===== src/rtl/core/assert_macros.svh =====
// ----------------------------------------------------------------------------
// assertion macros
// concurrent checks on a clock with an active-low reset
// ----------------------------------------------------------------------------
`ifndef ASSERT_MACROS_SVH
`define ASSERT_MACROS_SVH

`ifndef ASSERT_OFF

// property must hold at every rising edge out of reset
`define ASSERT_CLK(lbl, clk, rst_n, prop) \
  lbl: assert property (@(posedge clk) disable iff (!rst_n) (prop)) \
    else $error("assertion failed");

// expression must never be true out of reset
`define ASSERT_NEVER(lbl, clk, rst_n, expr) \
  lbl: assert property (@(posedge clk) disable iff (!rst_n) !(expr)) \
    else $error("forbidden condition seen");

`else

`define ASSERT_CLK(lbl, clk, rst_n, prop)
`define ASSERT_NEVER(lbl, clk, rst_n, expr)

`endif

`endif


===== src/rtl/core/mcg_pkg.sv =====
// ----------------------------------------------------------------------------
// mcg_pkg
// types and constants of the midi to cv/gate router
// ----------------------------------------------------------------------------
`timescale 1ns / 1ps
`default_nettype none

package mcg_pkg;

  localparam int unsigned GATE_SR_COUNT_DEF = 8;
  localparam int unsigned MAP_W             = 64;
  localparam int unsigned MAX_RES           = 3;
  localparam int unsigned CV_SHIFT          = 9;

  localparam logic [7:0] PORT_ANALOG = 8'h80;
  localparam logic [7:0] PORT_SYNC   = 8'hff;
  localparam logic [7:0] STATUS_SYNC = 8'hf9;

  localparam logic [3:0] EV_NOTE_OFF = 4'h8;
  localparam logic [3:0] EV_NOTE_ON  = 4'h9;
  localparam logic [3:0] EV_CC       = 4'hb;

  localparam logic [3:0] CHN_GATE_SR = 4'd15;
  localparam logic [3:0] CHN_NOTE_LAST = 4'd7;
  localparam logic [3:0] CHN_PAIR_LAST = 4'd11;

  localparam logic [6:0] GATE_NOTE_BASE = 7'h24;
  localparam logic [6:0] CC_CV_BASE     = 7'd16;

  localparam logic [2:0] ACT_NONE = 3'd0;
  localparam logic [2:0] ACT_CV   = 3'd1;
  localparam logic [2:0] ACT_GATE = 3'd2;
  localparam logic [2:0] ACT_DOUT = 3'd3;
  localparam logic [2:0] ACT_SYNC = 3'd4;

  typedef struct packed {
    logic [7:0] port;
    logic [7:0] status_byte;
    logic [6:0] data_one;
    logic [6:0] data_two;
  } in_t;

  typedef struct packed {
    logic [2:0]  action;
    logic [10:0] target;
    logic [15:0] level;
    logic        filtered;
    logic        last;
  } out_t;

  // all results of one message, unused slots zero
  typedef struct packed {
    out_t [MAX_RES-1:0] res;
  } bundle_t;

endpackage

`default_nettype wire


===== src/rtl/core/midi_to_cv_gate_router_unit.sv =====
// ----------------------------------------------------------------------------
// midi_to_cv_gate_router_unit
// routes outgoing midi messages to cv, gate, dout and sync actions
// ----------------------------------------------------------------------------
// first result: the message is held in the input register, then loaded into the
//   result register, from which its first result is offered
// results: 1..3 per message, handed out by the result register one result per
//   cycle while out_stall_i is low; the next message loads as the last leaves
// reset: map register clears to zero, input and result registers empty
`timescale 1ns / 1ps
`default_nettype none

module midi_to_cv_gate_router_unit #(
  parameter int unsigned GATE_SR_COUNT = mcg_pkg::GATE_SR_COUNT_DEF
) (
  input  logic                    clk_i,
  input  logic                    rst_ni,
  input  logic                    cfg_we_i,
  input  logic [mcg_pkg::MAP_W-1:0] cfg_wdata_i,
  input  logic                    in_valid_i,
  output logic                    in_stall_o,
  input  mcg_pkg::in_t            in_data_i,
  output logic                    out_valid_o,
  input  logic                    out_stall_i,
  output mcg_pkg::out_t           out_data_o
);

  logic [GATE_SR_COUNT*8-1:0] map_q;
  mcg_pkg::in_t               in_q;
  logic                       in_vld_q;
  logic                       seq_ready;
  logic                       load;
  mcg_pkg::bundle_t           bundle;

  assign load       = in_vld_q && seq_ready;
  assign in_stall_o = in_vld_q && !seq_ready;

  always_ff @(posedge clk_i or negedge rst_ni) begin
    if (!rst_ni) begin
      map_q <= '0;
    end else if (cfg_we_i) begin
      map_q <= cfg_wdata_i[GATE_SR_COUNT*8-1:0];
    end
  end

  always_ff @(posedge clk_i or negedge rst_ni) begin
    if (!rst_ni) begin
      in_vld_q <= 1'b0;
    end else if (in_valid_i && !in_stall_o) begin
      in_vld_q <= 1'b1;
    end else if (load) begin
      in_vld_q <= 1'b0;
    end
  end

  always_ff @(posedge clk_i) begin
    if (in_valid_i && !in_stall_o) begin
      in_q <= in_data_i;
    end
  end

  mcg_decode #(
    .GATE_SR_COUNT(GATE_SR_COUNT)
  ) u_decode (
    .msg_i    (in_q),
    .map_i    (map_q),
    .bundle_o (bundle)
  );

  mcg_seq u_seq (
    .clk_i       (clk_i),
    .rst_ni      (rst_ni),
    .load_i      (load),
    .bundle_i    (bundle),
    .ready_o     (seq_ready),
    .out_valid_o (out_valid_o),
    .out_stall_i (out_stall_i),
    .out_data_o  (out_data_o)
  );

endmodule

`default_nettype wire


===== src/rtl/core/mcg_decode.sv =====
// ----------------------------------------------------------------------------
// mcg_decode
// turns one registered message into its list of cv, gate, dout and sync actions
// ----------------------------------------------------------------------------
`timescale 1ns / 1ps
`default_nettype none

module mcg_decode #(
  parameter int unsigned GATE_SR_COUNT = mcg_pkg::GATE_SR_COUNT_DEF
) (
  input  mcg_pkg::in_t                 msg_i,
  input  logic [GATE_SR_COUNT*8-1:0]   map_i,
  output mcg_pkg::bundle_t             bundle_o
);

  always_comb begin
    logic [3:0]  ev;
    logic [3:0]  chn;
    logic [6:0]  d2;
    logic [6:0]  gp;
    logic [3:0]  sr;
    logic [7:0]  entry;
    logic [7:0]  entry_m1;
    logic [2:0]  note_ch;
    logic [2:0]  vel_ch;
    logic [2:0]  gate;
    logic        has_vel;
    logic [6:0]  cc_ch;
    logic        cc_ok;
    logic        filt;
    logic [1:0]  n;

    bundle_o = '0;
    ev       = msg_i.status_byte[7:4];
    chn      = msg_i.status_byte[3:0];
    d2       = msg_i.data_two;
    gp       = msg_i.data_one - mcg_pkg::GATE_NOTE_BASE;
    sr       = {1'b0, gp[6:4]} << 1 | {3'b0, gp[3]};
    entry    = '0;
    entry_m1 = '0;
    note_ch  = '0;
    vel_ch   = '0;
    gate     = '0;
    has_vel  = 1'b0;
    cc_ch    = '0;
    cc_ok    = 1'b0;
    filt     = 1'b0;
    n        = 2'd1;

    for (int g = 0; g < GATE_SR_COUNT; g++) begin
      if (sr == 4'(g)) begin
        entry = map_i[g*8 +: 8];
      end
    end
    entry_m1 = entry - 8'd1;

    if (chn <= mcg_pkg::CHN_NOTE_LAST) begin
      note_ch = chn[2:0];
      gate    = chn[2:0];
    end else if (chn <= mcg_pkg::CHN_PAIR_LAST) begin
      note_ch = {chn[1:0], 1'b0};
      vel_ch  = {chn[1:0], 1'b1};
      has_vel = 1'b1;
      gate    = {1'b0, chn[1:0]};
    end else begin
      vel_ch  = {chn[1:0], 1'b0};
      note_ch = {chn[1:0], 1'b1};
      has_vel = 1'b1;
      gate    = {1'b0, chn[1:0]};
    end

    if (chn <= mcg_pkg::CHN_NOTE_LAST) begin
      cc_ok = msg_i.data_one >= mcg_pkg::CC_CV_BASE;
      cc_ch = msg_i.data_one - mcg_pkg::CC_CV_BASE;
    end else begin
      cc_ok = 1'b1;
      cc_ch = {4'b0, chn[2:0]};
    end

    // note off behaves as note on with zero velocity
    if (ev == mcg_pkg::EV_NOTE_OFF) begin
      ev = mcg_pkg::EV_NOTE_ON;
      d2 = '0;
    end

    if (msg_i.port == mcg_pkg::PORT_SYNC && msg_i.status_byte == mcg_pkg::STATUS_SYNC) begin
      filt                  = 1'b1;
      bundle_o.res[0].action = mcg_pkg::ACT_SYNC;
    end else if (msg_i.port == mcg_pkg::PORT_ANALOG) begin
      filt = 1'b1;
      if (ev == mcg_pkg::EV_NOTE_ON) begin
        if (chn == mcg_pkg::CHN_GATE_SR) begin
          // shift-register gate pins, group picked by note above the base
          if (msg_i.data_one >= mcg_pkg::GATE_NOTE_BASE &&
              32'(sr) < GATE_SR_COUNT && entry != 8'd0) begin
            bundle_o.res[0].action = mcg_pkg::ACT_DOUT;
            bundle_o.res[0].target = {entry_m1, gp[2:0]};
            bundle_o.res[0].level  = {15'b0, d2 != 7'd0};
          end
        end else if (d2 != 7'd0) begin
          bundle_o.res[0].action = mcg_pkg::ACT_CV;
          bundle_o.res[0].target = {8'b0, note_ch};
          bundle_o.res[0].level  = {msg_i.data_one, 9'b0};
          if (has_vel) begin
            bundle_o.res[1].action = mcg_pkg::ACT_CV;
            bundle_o.res[1].target = {8'b0, vel_ch};
            bundle_o.res[1].level  = {d2, 9'b0};
            bundle_o.res[2].action = mcg_pkg::ACT_GATE;
            bundle_o.res[2].target = {8'b0, gate};
            bundle_o.res[2].level  = 16'd1;
            n = 2'd3;
          end else begin
            bundle_o.res[1].action = mcg_pkg::ACT_GATE;
            bundle_o.res[1].target = {8'b0, gate};
            bundle_o.res[1].level  = 16'd1;
            n = 2'd2;
          end
        end else begin
          bundle_o.res[0].action = mcg_pkg::ACT_GATE;
          bundle_o.res[0].target = {8'b0, gate};
          bundle_o.res[0].level  = 16'd0;
        end
      end else if (ev == mcg_pkg::EV_CC && cc_ok) begin
        bundle_o.res[0].action = mcg_pkg::ACT_CV;
        bundle_o.res[0].target = {4'b0, cc_ch};
        bundle_o.res[0].level  = {msg_i.data_two, 9'b0};
        bundle_o.res[1].action = mcg_pkg::ACT_GATE;
        bundle_o.res[1].target = {4'b0, cc_ch};
        bundle_o.res[1].level  = 16'd1;
        n = 2'd2;
      end
    end

    for (int i = 0; i < mcg_pkg::MAX_RES; i++) begin
      if (2'(i) == n - 2'd1) begin
        bundle_o.res[i].last     = 1'b1;
        bundle_o.res[i].filtered = filt;
      end
    end
  end

endmodule

`default_nettype wire


===== src/rtl/core/mcg_seq.sv =====
// ----------------------------------------------------------------------------
// mcg_seq
// result register: holds one message's results and hands them out in order
// ----------------------------------------------------------------------------
`timescale 1ns / 1ps
`default_nettype none

`include "assert_macros.svh"

module mcg_seq (
  input  logic             clk_i,
  input  logic             rst_ni,
  input  logic             load_i,
  input  mcg_pkg::bundle_t bundle_i,
  output logic             ready_o,
  output logic             out_valid_o,
  input  logic             out_stall_i,
  output mcg_pkg::out_t    out_data_o
);

  mcg_pkg::bundle_t bundle_q;
  logic [1:0]       idx_q;
  logic [1:0]       idx_d;
  logic             busy_q;
  logic             busy_d;
  logic             xfer;
  mcg_pkg::out_t    cur;

  assign cur         = bundle_q.res[idx_q];
  assign xfer        = busy_q && !out_stall_i;
  assign ready_o     = !busy_q || (xfer && cur.last);
  assign out_valid_o = busy_q;
  assign out_data_o  = cur;

  always_comb begin
    idx_d  = idx_q;
    busy_d = busy_q;
    if (load_i) begin
      idx_d  = '0;
      busy_d = 1'b1;
    end else if (xfer) begin
      if (cur.last) begin
        busy_d = 1'b0;
      end else begin
        idx_d = idx_q + 2'd1;
      end
    end
  end

  always_ff @(posedge clk_i or negedge rst_ni) begin
    if (!rst_ni) begin
      idx_q  <= '0;
      busy_q <= 1'b0;
    end else begin
      idx_q  <= idx_d;
      busy_q <= busy_d;
    end
  end

  always_ff @(posedge clk_i) begin
    if (load_i) begin
      bundle_q <= bundle_i;
    end
  end

  // a new message only replaces one whose last result is leaving
  `ASSERT_CLK(a_load_on_last, clk_i, rst_ni, load_i && busy_q |-> !out_stall_i && cur.last)
  `ASSERT_CLK(a_load_restarts, clk_i, rst_ni, load_i |=> busy_q && idx_q == 2'd0)
  `ASSERT_CLK(a_more_follow, clk_i, rst_ni, xfer && !cur.last && !load_i |=> busy_q)
  `ASSERT_NEVER(a_past_last, clk_i, rst_ni,
                busy_q && idx_q != 2'd0 && bundle_q.res[idx_q - 2'd1].last)

endmodule

`default_nettype wire

===== config.mk =====
export PLATFORM = sky130hd
export DESIGN_NAME = midi_to_cv_gate_router_unit
export DESIGN_NICKNAME = d
export VERILOG_FILES = /design/src/rtl/core/mcg_pkg.sv /design/src/rtl/core/midi_to_cv_gate_router_unit.sv /design/src/rtl/core/mcg_decode.sv /design/src/rtl/core/mcg_seq.sv
export VERILOG_INCLUDE_DIRS = /design/src /design/src/rtl/core
export SDC_FILE = /design/constraint.sdc
export NUM_CORES = 1
export LEC_CHECK = 0
export ABC_AREA = 0
export BUFFER_PORTS_ARGS = -buffer_cell sky130_fd_sc_hd__buf_2
export CAP_MARGIN = 0
export CORE_UTILIZATION = 27
export DETAILED_ROUTE_END_ITERATION = 6
export GPL_TIMING_DRIVEN = 0
export PLACE_DENSITY_LB_ADDON = 0.25
export SLEW_MARGIN = 40
export SYNTH_ARGS = -nofsm -noshare
export SYNTH_HDL_FRONTEND = slang
export SYNTH_SLANG_ARGS = --single-unit

===== constraint.sdc =====
create_clock -name clk_i -period 4.9 [get_ports clk_i]
set_clock_uncertainty 0.1 [all_clocks]
set_input_delay 0.98 -clock clk_i [delete_from_list [all_inputs] [get_ports clk_i]]
set_output_delay 0.98 -clock clk_i [all_outputs]
set_load 0.1 [all_outputs]

=== Word level (Yosys, flattened, before mapping) ===
Cells that the tools add are included.

* Register bits: 194
* Input bits: 99
* Output and inout port bits: 34
* Logic and storage cells: 133

* Add/sub/neg operators: 5
* Magnitude comparators: 6
* Equality and inequality tests: 17
* Mux-type cells: 50
* Bitwise operators: 4
* Reduce and logical (&&, ||, !) cells: 26

{| class="wikitable"
|+ Operators with widths
! operator !! count
|-
| $mux 30 || 6
|-
| $mux 29 || 5
|-
| $bmux 32 s2 || 1
|-
| $mux 8 || 8
|-
| $mux 32 || 1
|-
| $mux 28 || 1
|-
| $eq 8x8->1 const B || 3
|-
| $mux 2 || 9
|-
| $eq 4x3->1 const B || 4
|-
| $eq 4x4->1 const B || 4
|-
| $mux 1 || 14
|-
| $mux 7 || 2
|-
| $logic_and 1x1->1 || 9
|-
| $eq 4x2->1 const B || 2
|-
| $reduce_bool 8->1 || 1
|-
| $sub 8x1->8 const B || 1
|-
| $ge 7x5->1 const B || 1
|-
| $ge 7x6->1 const B || 1
|-
| $reduce_bool 7->1 || 1
|-
| $sub 7x5->7 const B || 1
|-
| $sub 7x6->7 const B || 1
|-
| $mux 3 || 2
|-
| $reduce_bool 2->1 || 3
|-
| $reduce_or 6->1 || 1
|-
| 20 further kinds || 26
|}

=== Depth between registers and ports, before layout ===
* Word-level depth: 17
* Gate-level depth with buffers: 13
* Mapped depth without buffers: 9

=== Modules after synthesis ===
Synthesis repeated with hierarchy kept, for this count alone.

* Cell total of the unflattened synthesis: 761
* Area, all modules: 9,824.4 um^2

{| class="wikitable"
|+ Modules (own cells, without submodules)
! module !! times used !! cells an instance !! area an instance (um^2) !! sequential area each (um^2)
|-
| mcg_seq || 1 || 221 || 3,788.6 || 2,957.8
|-
| midi_to_cv_gate_router_unit || 1 || 171 || 3,633.5 || 2,527.4
|-
| mcg_decode || 1 || 369 || 2,402.3 || 0.0
|}

=== Worst setup path before layout ===
Ideal clock, no wire load.

* Path kind: reg2out
* Start: register u_seq.idx_q[1]
* End: output out_data_o[18] (netlist name)
* Data arrival time: 3.008 ns
* Data required time: 3.820 ns
* Slack: 0.812 ns
* Stages on the path, launching flop included: 4
* Path buffers: 1
* Path through: dfrtp_1 -> buf_1 -> mux2i_1 -> o21ai_0

{| class="wikitable"
|+ RTL lines
! element !! line !! RTL
|-
| start, declared || mcg_seq.sv:22 || <nowiki>logic [1:0] idx_q;</nowiki>
|-
| start signal, assigned || mcg_seq.sv:55 || <nowiki>idx_q <= idx_d;</nowiki>
|-
| end, declared || midi_to_cv_gate_router_unit.sv:25 || <nowiki>output mcg_pkg::out_t out_data_o</nowiki>
|}

=== Worst setup path in the final report ===
* Start: register in_q[10] (netlist name)
* End: register u_seq.bundle_q[22] (netlist name), data pin

* Longest elaborated chain between the ends: 16
* Elaborated cells on any way between the ends: 33
* Those cells by class: add/sub: 3; order compare: 3; eq/ne: 7; mux: 14; bitwise: 1; reduce/logical: 5

{| class="wikitable"
|+ Ends and longest elaborated chain
! element !! line !! RTL
|-
| start, declared || midi_to_cv_gate_router_unit.sv:29 || <nowiki>mcg_pkg::in_t in_q;</nowiki>
|-
| start signal, assigned || midi_to_cv_gate_router_unit.sv:58 || <nowiki>in_q <= in_data_i;</nowiki>
|-
| parallel branches: the longest is 15 deep, another holds $sub 8x1->8 || -- ||
|-
| $mux 30 (*) || mcg_decode.sv:91 || <nowiki>if (ev == mcg_pkg::EV_NOTE_ON) begin</nowiki>
|-
| end signal, assigned || mcg_seq.sv:62 || <nowiki>bundle_q <= bundle_i;</nowiki>
|-
| end, declared || mcg_seq.sv:21 || <nowiki>mcg_pkg::bundle_t bundle_q;</nowiki>
|}

Mark *: on every way between the ends.
A chain may end at the register's enable or synchronous reset.

==> summary.md <==
| Metric | Value |
|---|---|
| Family with the most delay on the worst path | buffers and inverters |
| Maxcap violations | 0 |
| Slew margin rel. | 0.497 |
| Unrepaired setup endpoints after global routing | no |
| Pleak | 3.54 nW |
| Residual DRC | 0 |
| First-pass GRT wire length | 27100 µm |
| Postcts setup bufs | 0 |
| Hold WC Path Type | in2async |
| Starting Density | 0.275 |
| Required @ worst endpoint | 4.93 ns |
| Clk Latency, worst-skew pair | 0.42 ns |
| Min Tclk post-route | 4.46 ns |
| Top-Level Pins | 133 |
| Critical Path Max Stage Delay | 0.55 ns |
| Worst reg2reg path depth | 10 |
| Worst-path clk slew | 0.06 ns |
| EDFF count, synth | 77 |
| Top_reg_cell synth | edfxtp_1 |
| Final wirelength | 17300 µm |
| Final Max Slew Viols | 0 |
| Gpl congestion | 0.740 |
| DR iter-0 viols | 275 |
| Nets | 790 |
| Row Count | 58 |
| Synth cell types | 62 |
| Setup TNS | 0 ns |
| Pwr dens | 584 nW/µm² |
| Final setup viols | 0 |
| Syn Inst Count | 532 |
| Synth top area cells | edfxtp_1 33%, dfrtp_1 25%, mux2_2 10%, mux2i_1 4.2%, mux4_2 2.6% |
| Initial antenna violation count | 0 |
| Area grow syn2layout | 25.5% |
| Root Driver | clkbuf_16 |
| CP Buf/Inv Count | 3 |
| CTS tree | done |
| Routed vias/inst | 4.53 |
| Crit-path slowest cell | edfxtp_1 |
| Total global-route track usage | 0.139 |
| Peak supply drop | 0.000383 V |
| Critical Setup Path Class | reg2reg |
| Critical-path cell list | inv_1 > ha_1 > buf_1 > clkbuf_1 > mux4_2 > nor3_1 > nor3_1 > or3_1 > o31ai_4 > o22ai_1 |
| Pre-antenna DRT Iters | 4 |
| CP max FO | 10 |
| Die Ht | 162 µm |
| Post-synth top area cell | edfxtp_1 |
| Fin. Hold Viols | 0 |
| Vias in the first global route | 4666 |
| Die Area | 26300 µm² |
| N_diodes | 0 |
| Async SR Flop Fraction | 0.469 |
| Hold_buf cts | 0 |
| Vias | 4650 |
| Actual slew at the worst max-slew pin | 0.754 ns |
| Clk sinks | 145 |
| Status | finished, final reports clean |
| WL/cell | 16.9 µm |
| DRT antenna net count | 0 |
| Die span in x | 162 µm |
| Cell mode on critical path | nor3_1 |
| Mean post-synth cell area | 13.0 µm² |
| Top-area cell type share of the netlist area | 0.334 |
| Levels on crit path | 10 |
| Register area share after synthesis | 0.580 |
| Worst-case clock buffer depth | 2 |
| CTS Buf Count | 17 |
| Core Util, Final | 0.345 |
| #FFs+latches synth | 145 |
| Post-CTS Resized | 0 |
| PortBufs | 123 |
| Crit path DAT | 4.49 ns |
| Syn Std Cell Area | 6920 µm² |
| Total core area | 25200 µm² |
| Yosys warns | 0 |
| Highest Clock Rate | 224 MHz |
| Setup crit end kind | flip-flop |
| Grt ovf | 0 |
| CP startpoint kind | flip-flop |
| Largest net degree at the start of global routing | 54 |
| Part of the cycle the worst path needs | 0.910 |
| Layout cell share with drive strength beyond 1 | 0.367 |
| H-tree depth | 4 |
| Hpwl dp | 12900 µm |
-- synth_stat cells (5+ instances only) --
master / count
and2_1: 16
nand3_1: 8
dfrtp_1: 68
buf_2: 5
nor2_1: 31
mux2_2: 64
edfxtp_1: 77
nand2b_1: 6
nor3_1: 9
mux2i_1: 29
buf_1: 8
mux4_2: 8
or3_1: 5
nand2_1: 34
ha_1: 7
o21ai_0: 20
buf_4: 8
a21oi_1: 15
clkbuf_1: 13
a22o_1: 9
nor4_1: 6
o22ai_1: 6
nor2b_1: 6
inv_1: 17
-- flip-flops by register name, summed over array words and instances (netlist names) --
signal and flops:
map_q 64, in_q 30, in_vld_q 1, u_seq.out_valid_o 1
u_seq.idx_q 2, u_seq.bundle_q 47
-- stage by stage --
stage	hold WS, ns	cell area, µm²	power [mW]	std cells	setup WS (ns)
3_3_place_gp	0.382	7980	3.67	993	0.420
4_1_cts	0.259	8690	5.13	1027	0.387
5_1_grt	0.264	8690	5.31	1027	0.141
2_1_floorplan	0.371	6950	3.25	540	0.812
3_5_place_dp	0.393	8050	3.70	995	0.402
6_report	0.275	8690	5.07	1027	0.441
-- worst reg2reg max path, cell delays in order, from the launching register on --
cell	delay [ns]
edfxtp_1	0.55
inv_1	0.19
ha_1	0.44
buf_1	0.55
clkbuf_1	0.52
mux4_2	0.45
nor3_1	0.17
nor3_1	0.10
or3_1	0.46
o31ai_4	0.47
o22ai_1	0.17
-- cell type report --
cell class | instances | area [µm²]
Buffer | 37 | 198
Clock buffer | 19 | 443
Clock inverter | 13 | 198
Fill cell | 2518 | 16500
Inverter | 17 | 63.8
Multi-Input combinational cell | 341 | 2690
Sequential cell | 145 | 4010
Tap cell | 330 | 413
Timing Repair Buffer | 125 | 669
-- power breakdown --
part / total, mW / internal, mW / leakage [nW] / switching (mW)
Clock: 1.42 / 0.878 / 0.310 / 0.542
Sequential: 1.65 / 1.54 / 1.54 / 0.106
Combinational: 2.00 / 0.479 / 1.69 / 1.52
Total: 5.07 / 2.90 / 3.54 / 2.17
-- cell families after synthesis --
group / Yosys count / synth area share
DFF: 145 / 0.580
and+or+nand+nor: 134 / 0.0978
muxes: 102 / 0.176
AOI/OAI and AO/OA: 82 / 0.0848
buffers and inverters: 54 / 0.0378
adders and majority gates: 7 / 0.0126
xor gates and xnor gates: 7 / 0.0110
other: 1 / 0.000542
-- final timing paths --
path                                        from  slack [ns]                          endpoint
max                           in_q[10]$_DFFE_PP_        0.44  u_seq.bundle_q[22]$_SDFFCE_PP0P_
min                                       rst_ni        0.28              map_q[6]$_DFFE_PN0P_
max reg2reg                   in_q[10]$_DFFE_PP_        0.44  u_seq.bundle_q[22]$_SDFFCE_PP0P_
min reg2reg                map_q[22]$_DFFE_PN0P_        0.41             map_q[22]$_DFFE_PN0P_
max in group asynchronous                 rst_ni        3.90             map_q[49]$_DFFE_PN0P_
min in group clk_i         map_q[22]$_DFFE_PN0P_        0.41             map_q[22]$_DFFE_PN0P_
-- layout by cell type (no fill, tap or decap), types with 3 or more instances in the layout --
master and instances:
conb_1 9, inv_6 3, ha_1 7, nor2b_1 6, nand2b_1 6, a22o_1 9
nand3_1 8, a21oi_1 15, edfxtp_1 77, buf_1 8, clkbuf_16 17, nor3_1 9
and2_1 14, inv_1 17, nand2_1 34, a211oi_1 4, o22ai_1 6, o21ai_0 20
buf_2 127, mux2i_1 29, xor2_1 3, nor2_1 31, or3_1 5, dfrtp_1 68
mux2_2 64, a31oi_1 3, buf_4 8, clkbuf_1 14, buf_6 4, bufinv_16 4
mux4_2 8, nor4_1 5
-- metal layers --
metal,part of all wire,global-route usage,up-vias
li1,-,-,2260
met1,0.47,0.185,2276
met2,0.48,0.226,99
met3,0.037,0.0289,15
met4,0.012,0.0446,0
met5,0,0,-
Note: power is estimated with default switching activity, not from simulation.
